===== config.mk =====
export PLATFORM = sky130hd
export DESIGN_NAME = rcfta_ctrl
export DESIGN_NICKNAME = d
export VERILOG_FILES = /design/src/design/rcfta_pkg.sv /design/src/design/rcfta_ctrl.sv
export SDC_FILE = /design/constraint.sdc
export NUM_CORES = 1
export LEC_CHECK = 0
export BUFFER_PORTS_ARGS = -buffer_cell sky130_fd_sc_hd__buf_2
export CORE_MARGIN = 2
export CORE_UTILIZATION = 49
export CTS_CLUSTER_SIZE = 25
export DETAILED_ROUTE_END_ITERATION = 8
export PLACE_DENSITY = 0.78
export SYNTH_ARGS = -nofsm -noshare
export SYNTH_HDL_FRONTEND = slang
export SYNTH_SLANG_ARGS = --single-unit

===== constraint.sdc =====
create_clock -name clk -period 2.2 [get_ports clk]
set_clock_uncertainty 0.15 [all_clocks]
set_input_delay 0.22 -clock clk [delete_from_list [all_inputs] [get_ports clk]]
set_output_delay 0.22 -clock clk [all_outputs]
set_load 0.02 [all_outputs]

===== src/design/rcfta_pkg.sv =====
// ----------------------------------------------------------------------------
// rcfta_pkg
// Shared constants, types and command codes of the tile allocator.
// ----------------------------------------------------------------------------
package rcfta_pkg;

    localparam int CAPACITY   = 1024;
    localparam int ENTRIES    = 64;
    localparam int GAPS       = 64;

    localparam int ID_W       = 16;
    localparam int REF_W      = 8;
    localparam int BASE_W     = $clog2(CAPACITY);
    localparam int LEN_W      = BASE_W + 1;
    localparam int SUM_W      = LEN_W + 1;
    localparam int ENT_IDX_W  = $clog2(ENTRIES);
    localparam int GAP_IDX_W  = $clog2(GAPS);
    localparam int GAP_CNT_W  = $clog2(GAPS + 1);
    localparam int ENT_CNT_W  = $clog2(ENTRIES + 1);
    localparam int IDX_W      = (ENT_CNT_W > GAP_CNT_W) ? ENT_CNT_W : GAP_CNT_W;

    localparam logic [REF_W-1:0] REF_MAX = '1;

    localparam logic OP_LOAD   = 1'b0;
    localparam logic OP_UNLOAD = 1'b1;

    typedef enum logic [2:0] {
        ST_NEW       = 3'd0,
        ST_SHARED    = 3'd1,
        ST_NOSPACE   = 3'd2,
        ST_TABLEFULL = 3'd3,
        ST_FREED     = 3'd4,
        ST_HELD      = 3'd5,
        ST_NOTFOUND  = 3'd6,
        ST_GAPFULL   = 3'd7
    } status_t;

    typedef enum logic [4:0] {
        CMD_NONE,
        CMD_CAPTURE,
        CMD_ESCAN,
        CMD_SHARE,
        CMD_HELD,
        CMD_NOTFOUND,
        CMD_TFULL,
        CMD_NOSPACE,
        CMD_GINIT,
        CMD_GSCAN_L,
        CMD_GFIT,
        CMD_TAIL,
        CMD_GSCAN_F,
        CMD_FREE,
        CMD_SHIFT_L,
        CMD_SHIFT_R,
        CMD_FIN_REMOVE,
        CMD_FIN_INSERT,
        CMD_SEND
    } cmd_t;

    typedef struct packed {
        logic [ID_W-1:0]   id;
        logic [BASE_W-1:0] base;
        logic [LEN_W-1:0]  len;
        logic [REF_W-1:0]  refs;
    } ent_t;

    typedef struct packed {
        logic [BASE_W-1:0] start;
        logic [LEN_W-1:0]  len;
    } gap_t;

    typedef struct packed {
        logic is_unload;
        logic ent_hit;
        logic ent_done;
        logic gap_hit;
        logic gap_done;
        logic shr_done;
        logic hit;
        logic free_vld;
        logic multi_ref;
        logic size_zero;
        logic exact;
        logic at_tail;
        logic join_prev;
        logic join_next;
        logic gap_full;
        logic out_free;
    } dp_status_t;

endpackage


===== src/design/rcfta_ctrl.sv =====
// ----------------------------------------------------------------------------
// rcfta_ctrl
// Controller: sequences the table scan, gap scan, gap shifts and the result.
// ----------------------------------------------------------------------------
module rcfta_ctrl
    import rcfta_pkg::*;
(
    input  logic       clk,
    input  logic       rst_n,
    input  logic       in_valid,
    output logic       in_ready,
    input  dp_status_t st,
    output cmd_t       cmd
);

    typedef enum logic [4:0] {
        S_IDLE,
        S_ESCAN,
        S_EDEC,
        S_SHARE,
        S_HELD,
        S_NOTFOUND,
        S_TFULL,
        S_NOSPACE,
        S_GINIT_L,
        S_GSCAN_L,
        S_GFIT,
        S_TAIL,
        S_GINIT_F,
        S_GSCAN_F,
        S_FDEC,
        S_SHIFT_L,
        S_SHIFT_R,
        S_FIN_RM,
        S_FIN_INS,
        S_SEND
    } state_t;

    state_t state_reg;
    state_t state_next;

    always_comb
    begin
        state_next = state_reg;
        cmd        = CMD_NONE;
        unique case (state_reg)
            S_IDLE:
            begin
                if (in_valid)
                begin
                    cmd        = CMD_CAPTURE;
                    state_next = S_ESCAN;
                end
            end
            S_ESCAN:
            begin
                cmd = CMD_ESCAN;
                if (st.ent_hit || st.ent_done)
                begin
                    state_next = S_EDEC;
                end
            end
            S_EDEC:
            begin
                if (st.is_unload)
                begin
                    if (!st.hit)
                        state_next = S_NOTFOUND;
                    else if (st.multi_ref)
                        state_next = S_HELD;
                    else
                        state_next = S_GINIT_F;
                end
                else
                begin
                    if (st.hit)
                        state_next = S_SHARE;
                    else if (!st.free_vld)
                        state_next = S_TFULL;
                    else if (st.size_zero)
                        state_next = S_NOSPACE;
                    else
                        state_next = S_GINIT_L;
                end
            end
            S_SHARE:
            begin
                cmd        = CMD_SHARE;
                state_next = S_SEND;
            end
            S_HELD:
            begin
                cmd        = CMD_HELD;
                state_next = S_SEND;
            end
            S_NOTFOUND:
            begin
                cmd        = CMD_NOTFOUND;
                state_next = S_SEND;
            end
            S_TFULL:
            begin
                cmd        = CMD_TFULL;
                state_next = S_SEND;
            end
            S_NOSPACE:
            begin
                cmd        = CMD_NOSPACE;
                state_next = S_SEND;
            end
            S_GINIT_L:
            begin
                cmd        = CMD_GINIT;
                state_next = S_GSCAN_L;
            end
            S_GSCAN_L:
            begin
                cmd = CMD_GSCAN_L;
                if (st.gap_hit)
                    state_next = S_GFIT;
                else if (st.gap_done)
                    state_next = S_TAIL;
            end
            S_GFIT:
            begin
                cmd        = CMD_GFIT;
                state_next = st.exact ? S_SHIFT_L : S_SEND;
            end
            S_TAIL:
            begin
                cmd        = CMD_TAIL;
                state_next = S_SEND;
            end
            S_GINIT_F:
            begin
                cmd        = CMD_GINIT;
                state_next = S_GSCAN_F;
            end
            S_GSCAN_F:
            begin
                cmd = CMD_GSCAN_F;
                if (st.gap_hit || st.gap_done)
                    state_next = S_FDEC;
            end
            S_FDEC:
            begin
                cmd = CMD_FREE;
                if (st.gap_full || st.at_tail)
                    state_next = S_SEND;
                else if (st.join_prev && st.join_next)
                    state_next = S_SHIFT_L;
                else if (st.join_prev || st.join_next)
                    state_next = S_SEND;
                else
                    state_next = S_SHIFT_R;
            end
            S_SHIFT_L:
            begin
                cmd = CMD_SHIFT_L;
                if (st.gap_done)
                    state_next = S_FIN_RM;
            end
            S_SHIFT_R:
            begin
                cmd = CMD_SHIFT_R;
                if (st.shr_done)
                    state_next = S_FIN_INS;
            end
            S_FIN_RM:
            begin
                cmd        = CMD_FIN_REMOVE;
                state_next = S_SEND;
            end
            S_FIN_INS:
            begin
                cmd        = CMD_FIN_INSERT;
                state_next = S_SEND;
            end
            S_SEND:
            begin
                // hold until the output register is free
                if (st.out_free)
                begin
                    cmd        = CMD_SEND;
                    state_next = S_IDLE;
                end
            end
            default:
            begin
                state_next = S_IDLE;
            end
        endcase
    end

    always_ff @(posedge clk or negedge rst_n)
    begin
        if (!rst_n)
        begin
            state_reg <= S_IDLE;
        end
        else
        begin
            state_reg <= state_next;
        end
    end

    assign in_ready = state_reg == S_IDLE;

endmodule

After elaboration in Yosys (flattened, before gate mapping)
Index checks and enable logic that the tools add are counted.

Eq/ne operators: 26. Multiplexer cells: 22. Reductions and logical operators: 9.

Operators with widths (count): case mux 5 bit (18 select lines) (1); two-way mux 5 bit (13); case mux 5 bit (13 select lines) (1); == test 5 x 4 -> 1 bit, second input constant (8); == test 5 x 3 -> 1 bit, second input constant (4); == test 5 bit, second input constant (4); two-way mux 4 bit (5); inequality test 2 bit, second input constant (6); == test 5 x 2 -> 1 bit, second input constant (2); OR reduction 8 bit (1); AND reduction 7 bit (1); == test 5 x 1 -> 1 bit, second input constant (1); zero test 5 bit (1); logical OR 1 bit (4); inequality test 3 bit, second input constant (1); two-way mux 2 bit (1); OR reduction 2 bit (1); logical AND 1 bit (1); two-way mux 1 bit (1).

Bits in registers: 5. Bits of input ports: 19. Logic and storage cells: 58.

Logic depth before layout (Yosys ltp)
Depth in word-level cells: 5. Depth in mapped cells: 6. Mapped depth without buffers: 5.

Least setup slack after synthesis
Ideal clock, no wire load.

Path kind: reg2out. Start: reg state_reg[0]. End: out in_ready. Arrival time: 1.460 ns. Path slack: 0.370 ns. Stages on the path, launching flop included: 4. Path buffers: 2. Path through: dfrtp_1 -> buf_2 -> buf_1 -> nor4_1.

Cells in the longest elaborated chain, start to end: 1.

Ends and longest elaborated chain: start: declaration (RTL line rcfta_ctrl.sv:39) `state_t state_reg;`; start signal: assignment (RTL line rcfta_ctrl.sv:203) `state_reg <= state_next;`; zero test 5 bit (RTL line rcfta_ctrl.sv:207) `assign in_ready = state_reg == S_IDLE;`; end: declaration (RTL line rcfta_ctrl.sv:11) `output logic in_ready,`.

No other way between the ends.

Final worst setup path
Start: reg state_reg[3]. End: out cmd[0].

Cells in the longest elaborated chain, start to end: 3. Elaborated cells between the ends (all ways): 21. Classes of those cells: 18 x eq/ne; 1 x mux; 2 x reduce/logical.

Ends and longest elaborated chain: == test 5 x 4 -> 1 bit (RTL line rcfta_ctrl.sv:46) `unique case (state_reg)`; OR reduction 2 bit (no source line); case mux 5 bit (18 select lines) * (RTL line rcfta_ctrl.sv:46); end: declaration (RTL line rcfta_ctrl.sv:13) `output cmd_t cmd`.

Mark *: on every way between the ends. The rest lies on a longest branch, timed or not.

==> qor.csv <==
stage;metric;value;unit
worst_setup_path;critPathKind;reg -> out;
synthesis;synth_area_leader_cell;dfrtp_1;
synthesis;netlist_instances;102;
layout;fin_cells;144;
synthesis;synth-seq-cells;5;
timing;drv_slew;0;
synthesis;yosysTopAreaCellShare;16.4;%
timing;slew_headroom;65.7;%
drt;route.detailed.drc;0;
drt;viasPerCell;6.24;
drt;top_layer;met4;
drt;routed_wl;1980;um
global_route;grt_pass1_vias;813;
timing;finalHoldViolCount;0;
timing;whs;168;ps
clock_tree;h-tree-depth;1;
synthesis;syn_avg_cell_area;7.47;um2
placed_design;hpwl;1540;um
timing;tightest_slew;515;ps
worst_setup_path;cpPeakStageDelay;550;ps
clock_tree;cts_tree;yes;
clock_tree;clk_pin_slew;40;ps
timing;period_share;94.1;%
drt;drtIter0Drc;51;
layout;diodes;0;
placed_design;dp_slack;287;ps
drt;wl_met2;913;um
die;core;1490;um2
drt;wl_met1;929;um
die;die_x;43.4;um
global_route;grt-ovfl-total;0;
die;start_util;51.2;%
worst_setup_path;slowest_stage;dfrtp_1;
drt;wl_per_cell;13.8;um
synthesis;syn_area;762;um2
clock_tree;cts_buffers;3;
layout;areaGrowthSynthToFinish;22.7;%
status;status;finished clean;
clock_tree;max-clock-path-buffers;2;
global_route;grt.total_usage;23.3;%
job;drv_cap;0;
drt;vias;898;
layout;largest_reg_flops;5;
drt;antenna_left;0;
synthesis;synthFlopType;dfrtp_1;
synthesis;ys_async_sr_fraction;100;%
placed_design;post_dp_cell_area;896;um2
timing;layout_min_cycle_time;2070;ps
timing;fin_setup_tns;0;ps
synthesis;synth.distinct_cells;42;
worst_setup_path;crit_fanout;15;
drt;dr.pass1.iters;4;
die;die_h;43.4;um
placed_design;numPortBuffers;24;
synthesis;ys.warnings.count;0;
pwr;cellPowerDensity;1540;nW/um2
worst_setup_path;start_kind;register;
global_route;grt_max_degree;17;
synthesis;synth.most_common_cell;nor2_1;
global_route;grt_first_pass_wirelength;3380;um
hold_path;min_path_type;in -> async;
die;row_count;14;
timing;fmax;483;MHz
worst_setup_path;critical_path_arrival;1700;ps
synthesis;seq_area_frac_synth;16.4;%
die;die_area;1890;um2
global_route;antenna_found_initial;0;
pwr;power.static_leakage;0.419;nW
worst_setup_path;cp-end-kind;primary output;
clock_tree;insertion_delay;240;ps
clock_tree;cts.sinks;5;
placed_design;gp_congestion;0.983;
drt;dr_wl_met3;124;um
synthesis;yosys-top-cells-area;dfrtp_1 16%, nor2_1 4.9%, a21oi_1 4.6%;
synthesis;syn-num-nets;121;
layout;final_cell_area;935;um2
placed_design;placedCellCount;139;
layout;nNetsFinal;148;
timing;rsz0062_at_grt;no;
timing;setup_violations;0;
die;io_pins;25;
pwr;vdd_drop_max;0.000625;V
layout;drive_gt1_share;32.8;%
worst_setup_path;path_cells;or2_2 -> o32ai_1 -> buf_2;
timing;setup_ws;130;ps
synthesis;synth_edf_count;0;
clock_tree;cts_root_buf;clkbuf_4;
worst_setup_path;critPathRequiredTime;1830;ps
synthesis;netlist_top_cells_count;10 x nor2_1, 7 x a21oi_1, 7 x nand2_1;
## routing by layer
metal	up-vias	global-route usage (%)
met5	-	0
met4	0	9.09
met3	2	3.75
met2	40	35.8
met1	417	32.7
li1	439	-
## where the power goes
group,internal (W),switching [W]
sequential,0.000135,0.000121
clock,0.0000685,0.0000373
combinational,0.000498,0.000575
## worst max-delay path, delay by kind of cell (launching register included)
kind,cells,cell delay [ps]
and+or+nand+nor,1,440
buffers and inverters,1,200
DFF,1,550
AOI/OAI and AO/OA,1,260
## timing repair
| action | CTS | global route |
|---|---|---|
| resized for setup | 0 | 1 |
| buffers inserted | 0 | 0 |
| hold buffers | 1 | 0 |
| hold endpoints to repair | 5 | 0 |
| endpoints found under the setup margin | 0 | 1 |
## logic make-up (layout without fill, tap and decap cells)
| logic type | after synthesis | count (layout) | synth area share (%) |
|---|---|---|---|
| compound gates | 35 | 35 | 32.7 |
| simple gates | 45 | 45 | 35.5 |
| flops | 5 | 5 | 16.4 |
| xor+xnor | 1 | 1 | 1.15 |
| mux | 4 | 4 | 6.57 |
| buf+inv | 12 | 38 | 7.72 |
## layout by cell type, fill, tap and decap left out, types with 2 or more instances in the layout
cell type | Yosys | layout
buf_4 | 0 | 5
nor3_1 | 3 | 3
mux2i_1 | 2 | 2
nand2_1 | 7 | 7
nor4_1 | 2 | 2
or3b_1 | 2 | 2
a2111oi_0 | 2 | 2
buf_2 | 5 | 24
a21oi_1 | 7 | 7
nand2b_1 | 3 | 3
a31oi_1 | 2 | 2
clkbuf_4 | 0 | 3
nor2_1 | 10 | 9
nor2b_1 | 4 | 4
o211ai_1 | 2 | 2
a211o_1 | 2 | 2
inv_1 | 4 | 4
mux2_4 | 2 | 2
a211oi_1 | 4 | 4
nor3b_1 | 2 | 2
dfrtp_1 | 5 | 5
nand3b_1 | 2 | 2
o21ai_0 | 5 | 5
nor2_2 | 1 | 2
nand3_1 | 2 | 2
o22ai_1 | 3 | 3
## stage by stage
stage          util, %  total power (W)
2_1_floorplan        -          0.00106
3_3_place_gp      60.2          0.00129
3_5_place_dp      60.2          0.00132
4_1_cts           62.6          0.00143
5_1_grt           62.8          0.00157
6_report          62.8          0.00144
## final cells by class
| cell class | instances | area, um2 |
|---|---|---|
| multi-input cells | 85 | 581 |
| fillers | 137 | 554 |
| repair buffers | 30 | 168 |
| flip-flops and latches | 5 | 125 |
| clock buffers | 4 | 26.3 |
| well taps | 16 | 20.0 |
| inverters | 4 | 15.0 |
## worst paths after layout
check	from	endpoint	slack, ps	depth (start not counted)
max	state_reg[3]	cmd[0]	130	3
min reg2reg	state_reg[1]	state_reg[1]	710	2
min	rst_n	state_reg[4]	170	2
max in group asynchronous	rst_n	state_reg[1]	1600	2
min in group clk	st[7]	state_reg[3]	200	4
max reg2reg	state_reg[2]	state_reg[1]	250	5
Power figures use the tool's default switching activity.
